$ cat src/rtl/tts_pkg.sv
// Shared types and constants of the template tag scanner.
// No dependencies; used by every rtl module.
package tts_pkg;

  localparam int unsigned LINE_BITS_DEF = 16;
  localparam int unsigned LINE_OUT_W    = 16;
  localparam int unsigned MAX_RES       = 3;
  localparam int unsigned QUEUE_DEPTH   = 4;
  localparam int unsigned QPTR_W        = $clog2(QUEUE_DEPTH);
  localparam int unsigned QCNT_W        = $clog2(QUEUE_DEPTH + 1);

  typedef enum logic [2:0] {
    ROLE_TEXT = 3'd0,
    ROLE_NAME = 3'd1,
    ROLE_ARG  = 3'd2,
    ROLE_CALL = 3'd3,
    ROLE_ERR  = 3'd4
  } role_e;

  typedef enum logic [2:0] {
    ERR_NONE     = 3'd0,
    ERR_DIGIT    = 3'd1,
    ERR_NO_PAREN = 3'd2,
    ERR_NO_CLOSE = 3'd3,
    ERR_EOF      = 3'd4
  } err_e;

  typedef struct packed {
    logic [7:0]            ch;
    role_e                 role;
    err_e                  err;
    logic [LINE_OUT_W-1:0] line;
  } res_t;

  // All words caused by one input byte.
  typedef struct packed {
    res_t [0:MAX_RES-1] res;
    logic [1:0]         cnt;
  } bundle_t;

endpackage

$ cat src/rtl/tts_front.sv
// Front end: accepts bytes, runs the scanner state and builds the words of each byte.
// Depends on tts_pkg.
module tts_front
  import tts_pkg::*;
#(
  parameter int unsigned LINE_BITS = LINE_BITS_DEF
) (
  input  logic       clk_i,
  input  logic       rst_ni,
  input  logic       accept_i,
  input  logic [7:0] char_i,
  input  logic       eof_i,
  output bundle_t    bundle_o
);

  localparam logic [1:0] MODE_TEXT = 2'd0;
  localparam logic [1:0] MODE_IDLE = 2'd1;
  localparam logic [1:0] MODE_NAME = 2'd2;
  localparam logic [1:0] MODE_ARGS = 2'd3;

  localparam logic [7:0] CH_LT     = 8'h3C;
  localparam logic [7:0] CH_LBRACE = 8'h7B;
  localparam logic [7:0] CH_RBRACE = 8'h7D;
  localparam logic [7:0] CH_GT     = 8'h3E;
  localparam logic [7:0] CH_LPAREN = 8'h28;
  localparam logic [7:0] CH_RPAREN = 8'h29;
  localparam logic [7:0] CH_SEMI   = 8'h3B;
  localparam logic [7:0] CH_NL     = 8'h0A;
  localparam logic [7:0] CH_SPACE  = 8'h20;
  localparam logic [7:0] CH_TAB    = 8'h09;
  localparam logic [7:0] CH_CR     = 8'h0D;
  localparam logic [7:0] CH_ZERO   = 8'h30;
  localparam logic [7:0] CH_NINE   = 8'h39;

  localparam logic [LINE_BITS-1:0] LINE_ONE = LINE_BITS'(1);
  localparam logic [LINE_BITS-1:0] LINE_TOP = {LINE_BITS{1'b1}};

  logic [1:0]           mode_q, mode_d;
  logic [7:0]           held_q, held_d;
  logic                 hv_q, hv_d;
  logic [LINE_BITS-1:0] line_q, line_d;
  logic                 stop_q, stop_d;

  function automatic logic is_space(logic [7:0] c);
    return (c == CH_SPACE) || (c == CH_TAB) || (c == CH_CR) ||
           ((c >= CH_NL) && (c <= 8'h0C));
  endfunction

  function automatic logic [LINE_OUT_W-1:0] line_out(logic [LINE_BITS-1:0] l);
    logic [31:0] wide;
    wide = 32'(l);
    return wide[LINE_OUT_W-1:0];
  endfunction

  // Append one word unless three are already there.
  function automatic bundle_t put(bundle_t b, logic [7:0] ch, role_e r, err_e e,
                                  logic [LINE_OUT_W-1:0] ln);
    res_t w;
    w.ch   = ch;
    w.role = r;
    w.err  = e;
    w.line = ln;
    if (b.cnt != 2'(MAX_RES)) begin
      b.res[b.cnt] = w;
      b.cnt        = b.cnt + 2'd1;
    end
    return b;
  endfunction

  always_comb begin
    bundle_t b;
    logic    do_take;
    logic [7:0] c;
    b       = '0;
    do_take = 1'b1;
    c       = char_i;
    mode_d  = mode_q;
    held_d  = held_q;
    hv_d    = hv_q;
    line_d  = line_q;
    stop_d  = stop_q;

    if (!stop_q) begin
      // resolve a held byte against the new one
      if (hv_q) begin
        hv_d = 1'b0;
        unique case (mode_q)
          MODE_TEXT: begin
            if (c == CH_LBRACE) begin
              mode_d  = MODE_IDLE;
              do_take = 1'b0;
            end else begin
              b = put(b, held_q, ROLE_TEXT, ERR_NONE, line_out(line_d));
            end
          end
          MODE_IDLE: begin
            if (c == CH_GT) begin
              mode_d  = MODE_TEXT;
              do_take = 1'b0;
            end else begin
              mode_d = MODE_NAME;
              b = put(b, held_q, ROLE_NAME, ERR_NONE, line_out(line_d));
            end
          end
          MODE_NAME: begin
            if (c == CH_GT) begin
              b = put(b, 8'h00, ROLE_ERR, ERR_NO_PAREN, line_out(line_d));
              stop_d  = 1'b1;
              do_take = 1'b0;
            end else begin
              b = put(b, held_q, ROLE_NAME, ERR_NONE, line_out(line_d));
            end
          end
          default: begin
            if (held_q == CH_RPAREN && c == CH_SEMI) begin
              b = put(b, 8'h00, ROLE_CALL, ERR_NONE, line_out(line_d));
              mode_d  = MODE_IDLE;
              do_take = 1'b0;
            end else if (held_q == CH_RBRACE && c == CH_GT) begin
              b = put(b, 8'h00, ROLE_ERR, ERR_NO_CLOSE, line_out(line_d));
              stop_d  = 1'b1;
              do_take = 1'b0;
            end else begin
              b = put(b, held_q, ROLE_ARG, ERR_NONE, line_out(line_d));
            end
          end
        endcase
      end

      if (do_take) begin
        unique case (mode_d)
          MODE_TEXT: begin
            if (c == CH_LT) begin
              held_d = c;
              hv_d   = 1'b1;
            end else begin
              if (c == CH_NL && line_d != LINE_TOP) line_d = line_d + LINE_ONE;
              b = put(b, c, ROLE_TEXT, ERR_NONE, line_out(line_d));
            end
          end
          MODE_ARGS: begin
            if (c == CH_RPAREN || c == CH_RBRACE) begin
              held_d = c;
              hv_d   = 1'b1;
            end else begin
              b = put(b, c, ROLE_ARG, ERR_NONE, line_out(line_d));
            end
          end
          default: begin
            // between calls or inside a name
            if (mode_d == MODE_IDLE && c == CH_NL) begin
              if (line_d != LINE_TOP) line_d = line_d + LINE_ONE;
            end else if (mode_d == MODE_IDLE && c != CH_RBRACE && is_space(c)) begin
              // whitespace between calls is dropped
            end else if (mode_d == MODE_IDLE && c >= CH_ZERO && c <= CH_NINE) begin
              b = put(b, 8'h00, ROLE_ERR, ERR_DIGIT, line_out(line_d));
              stop_d = 1'b1;
              hv_d   = 1'b0;
            end else if (mode_d == MODE_IDLE && c == CH_RBRACE) begin
              held_d = c;
              hv_d   = 1'b1;
            end else begin
              mode_d = MODE_NAME;
              if (c == CH_LPAREN) begin
                mode_d = MODE_ARGS;
              end else if (c == CH_RBRACE) begin
                held_d = c;
                hv_d   = 1'b1;
              end else begin
                b = put(b, c, ROLE_NAME, ERR_NONE, line_out(line_d));
              end
            end
          end
        endcase
      end

      // end of file: flush the held byte, then complain if still in a block
      if (eof_i && !stop_d) begin
        if (hv_d) begin
          hv_d = 1'b0;
          unique case (mode_d)
            MODE_TEXT: b = put(b, held_d, ROLE_TEXT, ERR_NONE, line_out(line_d));
            MODE_ARGS: b = put(b, held_d, ROLE_ARG, ERR_NONE, line_out(line_d));
            default:   b = put(b, held_d, ROLE_NAME, ERR_NONE, line_out(line_d));
          endcase
        end
        if (mode_d != MODE_TEXT) begin
          b = put(b, 8'h00, ROLE_ERR, ERR_EOF, line_out(line_d));
        end
      end
    end

    if (eof_i) begin
      mode_d = MODE_TEXT;
      held_d = 8'h00;
      hv_d   = 1'b0;
      line_d = LINE_ONE;
      stop_d = 1'b0;
    end

    bundle_o = b;
  end

  always_ff @(posedge clk_i or negedge rst_ni) begin
    if (!rst_ni) begin
      mode_q <= MODE_TEXT;
      held_q <= 8'h00;
      hv_q   <= 1'b0;
      line_q <= LINE_ONE;
      stop_q <= 1'b0;
    end else if (accept_i) begin
      mode_q <= mode_d;
      held_q <= held_d;
      hv_q   <= hv_d;
      line_q <= line_d;
      stop_q <= stop_d;
    end
  end

endmodule

$ cat src/rtl/tts_queue.sv
// Short queue of per-byte word bundles between front and back end.
// Depends on tts_pkg.
module tts_queue
  import tts_pkg::*;
(
  input  logic    clk_i,
  input  logic    rst_ni,
  input  logic    push_i,
  input  bundle_t push_data_i,
  output logic    full_o,
  input  logic    pop_i,
  output logic    valid_o,
  output bundle_t data_o
);

  bundle_t           mem_q [QUEUE_DEPTH];
  logic [QPTR_W-1:0] wr_ptr_q, rd_ptr_q;
  logic [QCNT_W-1:0] cnt_q;
  logic              do_push, do_pop;

  assign full_o  = (cnt_q == QCNT_W'(QUEUE_DEPTH));
  assign valid_o = (cnt_q != '0);
  assign data_o  = mem_q[rd_ptr_q];
  assign do_push = push_i && !full_o;
  assign do_pop  = pop_i && valid_o;

  always_ff @(posedge clk_i) begin
    if (do_push) mem_q[wr_ptr_q] <= push_data_i;
  end

  always_ff @(posedge clk_i or negedge rst_ni) begin
    if (!rst_ni) begin
      wr_ptr_q <= '0;
      rd_ptr_q <= '0;
      cnt_q    <= '0;
    end else begin
      if (do_push) wr_ptr_q <= wr_ptr_q + QPTR_W'(1);
      if (do_pop)  rd_ptr_q <= rd_ptr_q + QPTR_W'(1);
      unique case ({do_push, do_pop})
        2'b10:   cnt_q <= cnt_q + QCNT_W'(1);
        2'b01:   cnt_q <= cnt_q - QCNT_W'(1);
        default: cnt_q <= cnt_q;
      endcase
    end
  end

endmodule

$ cat src/rtl/tts_back.sv
// Back end: sends the words of queued bundles one per cycle while ready_i is high.
// Depends on tts_pkg.
module tts_back
  import tts_pkg::*;
(
  input  logic    clk_i,
  input  logic    rst_ni,
  input  logic    q_valid_i,
  input  bundle_t q_data_i,
  output logic    q_pop_o,
  output logic    valid_o,
  input  logic    ready_i,
  output res_t    word_o,
  output logic    last_o
);

  bundle_t    bundle_q;
  logic [1:0] idx_q;
  logic       busy_q;
  logic       done;

  assign valid_o = busy_q;
  assign word_o  = bundle_q.res[idx_q];
  assign last_o  = (idx_q == bundle_q.cnt - 2'd1);
  // current bundle finished (or none held): next one may load now
  assign done    = !busy_q || (ready_i && last_o);
  assign q_pop_o = done && q_valid_i;

  always_ff @(posedge clk_i) begin
    if (q_pop_o) bundle_q <= q_data_i;
  end

  always_ff @(posedge clk_i or negedge rst_ni) begin
    if (!rst_ni) begin
      busy_q <= 1'b0;
      idx_q  <= 2'd0;
    end else if (done) begin
      busy_q <= q_valid_i;
      idx_q  <= 2'd0;
    end else if (ready_i) begin
      idx_q <= idx_q + 2'd1;
    end
  end

endmodule

$ cat src/rtl/template_tag_scanner_top.sv
// Template tag scanner. Takes one template byte per cycle on the slave stream while
// the queue is not full and tags it as text, name or argument, adds a call marker
// after each ');' and an error word on a bad block; '<{', '}>', '(' and ');' and
// blank space between calls give no word. A byte gives zero to three words and the
// master stream sends one word per cycle while the sink is ready, so input runs at
// one byte per cycle while each byte gives at most one word; bytes that release a
// held byte, close a call or end a file inside a block can give more. A four-deep
// queue of per-byte bundles absorbs such bursts. Words pass the queue and a bundle
// register. After an error nothing is sent until the byte after end_of_file.
// Depends on tts_pkg, tts_front, tts_queue, tts_back.
module template_tag_scanner_top
  import tts_pkg::*;
#(
  parameter int unsigned LINE_BITS = LINE_BITS_DEF
) (
  input  logic        clk_i,
  input  logic        rst_ni,
  input  logic        s_axis_tvalid_i,
  output logic        s_axis_tready_o,
  input  logic [7:0]  s_axis_tdata_i,   // [7:0] char_in
  input  logic        s_axis_tlast_i,   // end_of_file
  output logic        m_axis_tvalid_o,
  input  logic        m_axis_tready_i,
  output logic [31:0] m_axis_tdata_o,   // [7:0] char_out, [10:8] role,
                                        // [13:11] error_code, [29:14] line_number
  output logic        m_axis_tlast_o    // last
);

  logic    accept, q_full, q_valid, q_pop, push;
  bundle_t front_bundle, q_data;
  res_t    word;

  assign s_axis_tready_o = !q_full;
  assign accept          = s_axis_tvalid_i && s_axis_tready_o;
  assign push            = accept && (front_bundle.cnt != 2'd0);

  tts_front #(
    .LINE_BITS(LINE_BITS)
  ) u_front (
    .clk_i    (clk_i),
    .rst_ni   (rst_ni),
    .accept_i (accept),
    .char_i   (s_axis_tdata_i),
    .eof_i    (s_axis_tlast_i),
    .bundle_o (front_bundle)
  );

  tts_queue u_queue (
    .clk_i       (clk_i),
    .rst_ni      (rst_ni),
    .push_i      (push),
    .push_data_i (front_bundle),
    .full_o      (q_full),
    .pop_i       (q_pop),
    .valid_o     (q_valid),
    .data_o      (q_data)
  );

  tts_back u_back (
    .clk_i     (clk_i),
    .rst_ni    (rst_ni),
    .q_valid_i (q_valid),
    .q_data_i  (q_data),
    .q_pop_o   (q_pop),
    .valid_o   (m_axis_tvalid_o),
    .ready_i   (m_axis_tready_i),
    .word_o    (word),
    .last_o    (m_axis_tlast_o)
  );

  assign m_axis_tdata_o = {2'b00, word.line, word.err, word.role, word.ch};

endmodule

$ cat config.mk
export PLATFORM = sky130hd
export DESIGN_NAME = template_tag_scanner_top
export DESIGN_NICKNAME = d
export VERILOG_FILES = /design/src/rtl/tts_pkg.sv /design/src/rtl/tts_front.sv /design/src/rtl/tts_queue.sv /design/src/rtl/tts_back.sv /design/src/rtl/template_tag_scanner_top.sv
export SDC_FILE = /design/constraint.sdc
export NUM_CORES = 1
export LEC_CHECK = 0
export ABC_AREA = 1
export BUFFER_PORTS_ARGS = -buffer_cell sky130_fd_sc_hd__buf_2
export CAP_MARGIN = 10
export CORE_MARGIN = 2
export CORE_UTILIZATION = 50
export CTS_BUF_LIST = sky130_fd_sc_hd__clkbuf_8
export DETAILED_ROUTE_END_ITERATION = 12
export PLACE_DENSITY = 0.66
export SLEW_MARGIN = 40
export SYNTH_ARGS = -nofsm -noshare
export SYNTH_HDL_FRONTEND = slang
export SYNTH_HIERARCHICAL = 1
export SYNTH_SLANG_ARGS = --single-unit
$ cat constraint.sdc
create_clock -name clk_i -period 10.7 [get_ports clk_i]
set_input_delay 0.535 -clock clk_i [delete_from_list [all_inputs] [get_ports clk_i]]
set_output_delay 0.535 -clock clk_i [all_outputs]
set_load 0.01 [all_outputs]
==> reports/metrics.cfg <==
[yosys]
synth_top_area_share = 0.536
ys_seq_elements = 498
synth.area.top_cells = edfxtp_1 54%, nand2_1 10%, o211ai_1 5.9%
synth.largest_area_cell = edfxtp_1
yosysUniqueCellTypes = 56
synth_edf_count = 460
ys_seq_area_frac = 0.573
syn_area_per_cell_sq_um = 9.33
synthCells = 2761
ys_async_sr_fraction = 0.0763
synth_area_sq_um = 25800
yosysWarningCount = 6
ys.flop_type = edfxtp_1

[die]
io_pins = 48
dieWidth_microns = 231
die_area_sq_um = 53400
start_util = 0.504
die_y_microns = 231
core_sq_um = 51100
rows = 83

[clocking]
cts_buffers = 82
clkTransAtPathRegs_ns = 0.06
insertion_delay_ns = 0.66
cts_resized = 0
htree_levels = 3
cts_tree = built
cts_sinks = 498
clockRootBuffer = clkbuf_8
clock_path_buffers = 3

[detailed_routing]
antenna_left = 0
drt_iter0_markers = 2065
vias_per_cell = 5.64
wirelength_microns = 72500
drcViolationCount = 0
first_pass_iters = 8
vias = 19801
avgRoutedWirePerCell_microns = 20.6

[place]
gp_congestion = 0.997
post_dp_cell_area_sq_um = 26400
port_buffers = 45
hpwl_microns = 48100

[timing]
final-hold-violation-count = 0
slew_violations = 0
period_minus_slack_ns = 7.87
grt_setup_unrepaired = false
max_slew.worst_pin.slew_ns = 0.893
max_slew_margin = 0.405
skew_ns = 0.0365
setup-violations-final = 0
fin_setup_tns_ns = 0
max_freq_ghz = 0.127
fin_crit_sh = 0.736

[worst_setup_path]
reg2reg_to = u_queue/mem_q[1][63]
worstPathRequired_ns = 10.97
r2r_cells = 32
path_max_fanout = 41
reg2reg_setup_slack_ns = 2.83
crit_family = simple AND/OR/NAND/NOR gates
regToRegStartpoint = u_front/mode_q[0]
cp_num_buf_inv = 9
crit_type = reg -> reg
arrival_ns = 8.14
crit_path_max_incr_delay_ns = 0.63
worst_setup_path_start_kind = register
crit_path_frequent_cell = inv_1
crit_slowest_cell = buf_4
cp-end-kind = register

[finish]
num-fill-cells = 4527
nNetsFinal = 2797
layout-drive-gt1-share = 0.102
fin_area_sq_um = 27900
syn2layout_area_growth_pct = 8.43

[outcome]
outcome = finished, final reports clean

[min_path]
hold_path.class = in -> reg
min_from = m_axis_tready_i
hold_path_end = u_back/idx_q[0]
hold_path_depth = 3

[global_routing]
grt_max_degree = 186
overflow = 0
grt_pass1_wl_microns = 111000
grt_pass1_vias = 18429
grt_antenna_before_repair = 1
track_usage = 0.273

[power_and_ir_drop]
power-per-cell-area_nw_per_um2 = 303
p_leak_nw = 11.3
ir_drop_mv = 0.153

[flow_run]
maxCapViolCount = 0

## state kept, by name, indices dropped and copies added (netlist names), 2 cells and up
register and count:
u_front/line_q 16, u_back/bundle_q 92, u_queue/mem_q 368, u_queue/rd_ptr_q 2, u_front/mode_q 2, u_queue/cnt_q 3
u_front/held_q 8, u_back/idx_q 2, u_queue/wr_ptr_q 2
## repair_timing
item | 4_1_cts | 5_1_grt
setup buffers | 0 | 0
hold endpoints to repair | 32 | 0
hold buffers | 1 | 0
## per-stage QoR
step	util	cells	total power, mW	setup slack (ns)	hold slack [ns]
global placement	0.515	3359	6.81	2.83	0.463
floorplan	-	2764	5.78	1.06	0.239
global route	0.547	3508	9.04	2.09	0.183
finish	0.547	3509	8.47	2.83	0.184
CTS	0.547	3507	8.48	2.94	0.137
detailed placement	0.516	3360	6.87	2.52	0.471
## worst min-delay path: cells and delay by family
| kind | cells | cell delay (ns) |
|---|---|---|
| simple gates | 2 | 0.14 |
| buf+inv | 1 | 0.12 |
## layout by cell type (no fill, tap or decap), types with 6 or more instances in the layout
cell,Yosys,routed
ha_1,18,18
clkinv_1,4,16
nor2_2,15,15
o21ai_2,11,11
a31oi_1,24,24
nand2_2,12,12
inv_2,20,19
nand3_1,136,136
a21oi_1,70,69
clkinv_2,0,14
nand2_4,6,6
nor2_1,184,180
nor3_1,16,16
o21ai_1,19,19
dfrtp_1,37,36
xor2_1,11,11
buf_2,74,45
o21ai_0,186,186
inv_1,359,384
nor2_4,5,9
nand2_1,684,684
o22ai_1,44,44
o21bai_1,8,8
nand4_1,11,11
nand3_2,8,8
clkbuf_8,0,83
a21oi_2,7,7
o211ai_1,203,203
edfxtp_1,460,460
buf_4,14,21
## where the power goes
part	internal, mW	switching, mW
sequential	3.01	0.200
combinational	0.934	2.73
clock	0.849	0.746
## area by class of cell
cell class / instances / area [sq um] / share of cell area
multi-input cells: 1726 / 8800 / 0.315
inverters: 383 / 1450 / 0.0520
clock inverters: 63 / 420 / 0.0150
repair buffers: 74 / 502 / 0.0180
clock buffers: 83 / 1140 / 0.0409
diodes: 2 / 5.00 / 0.000179
flip-flops and latches: 498 / 14800 / 0.529
well taps: 680 / 851 / 0.0305
## kinds of logic after synthesis
| kind of cell | Yosys count | share of synthesized area |
|---|---|---|
| buffers and inverters | 540 | 0.0876 |
| AO/OA/AOI/OAI | 602 | 0.148 |
| flip-flops | 498 | 0.573 |
| other | 2 | 0.000291 |
| XOR/XNOR | 12 | 0.00408 |
| AND/OR/NAND/NOR | 1088 | 0.177 |
| adder cells (fa/ha/maj) | 19 | 0.00952 |
## layer usage
layer  vias to the layer above  global-route usage  share of wire  wire (microns)
met5                         -                   0              0               0
met1                      9403               0.393           0.44           32100
li1                       9437                   -              -               -
met3                       122              0.0528          0.081            5840
met4                         0              0.0897          0.027            1940
met2                       839               0.419           0.45           32500
## cells in the mapped netlist (37+ instances only)
cell	n
nand2_1	684
edfxtp_1	460
inv_1	359
o211ai_1	203
o21ai_0	186
nor2_1	184
nand3_1	136
buf_2	74
a21oi_1	70
clkbuf_1	47
o22ai_1	44
dfrtp_1	37
## worst max-delay path by stage
stage                           endpoint  slack [ns]  cells after the start         startpoint
finish              u_queue/mem_q[1][63]        2.83                     32  u_front/mode_q[0]
global route        u_queue/mem_q[1][47]        2.09                     32  u_front/mode_q[1]
CTS                 u_queue/mem_q[1][84]        2.94                     32  u_front/mode_q[0]
detailed placement  u_queue/mem_q[1][13]        2.52                     35  s_axis_tdata_i[6]
global placement    u_queue/mem_q[1][34]        2.83                     35  s_axis_tdata_i[6]
floorplan            u_queue/mem_q[0][0]        1.06                     33  s_axis_tdata_i[7]
Note: power is estimated with default switching activity, not from simulation.
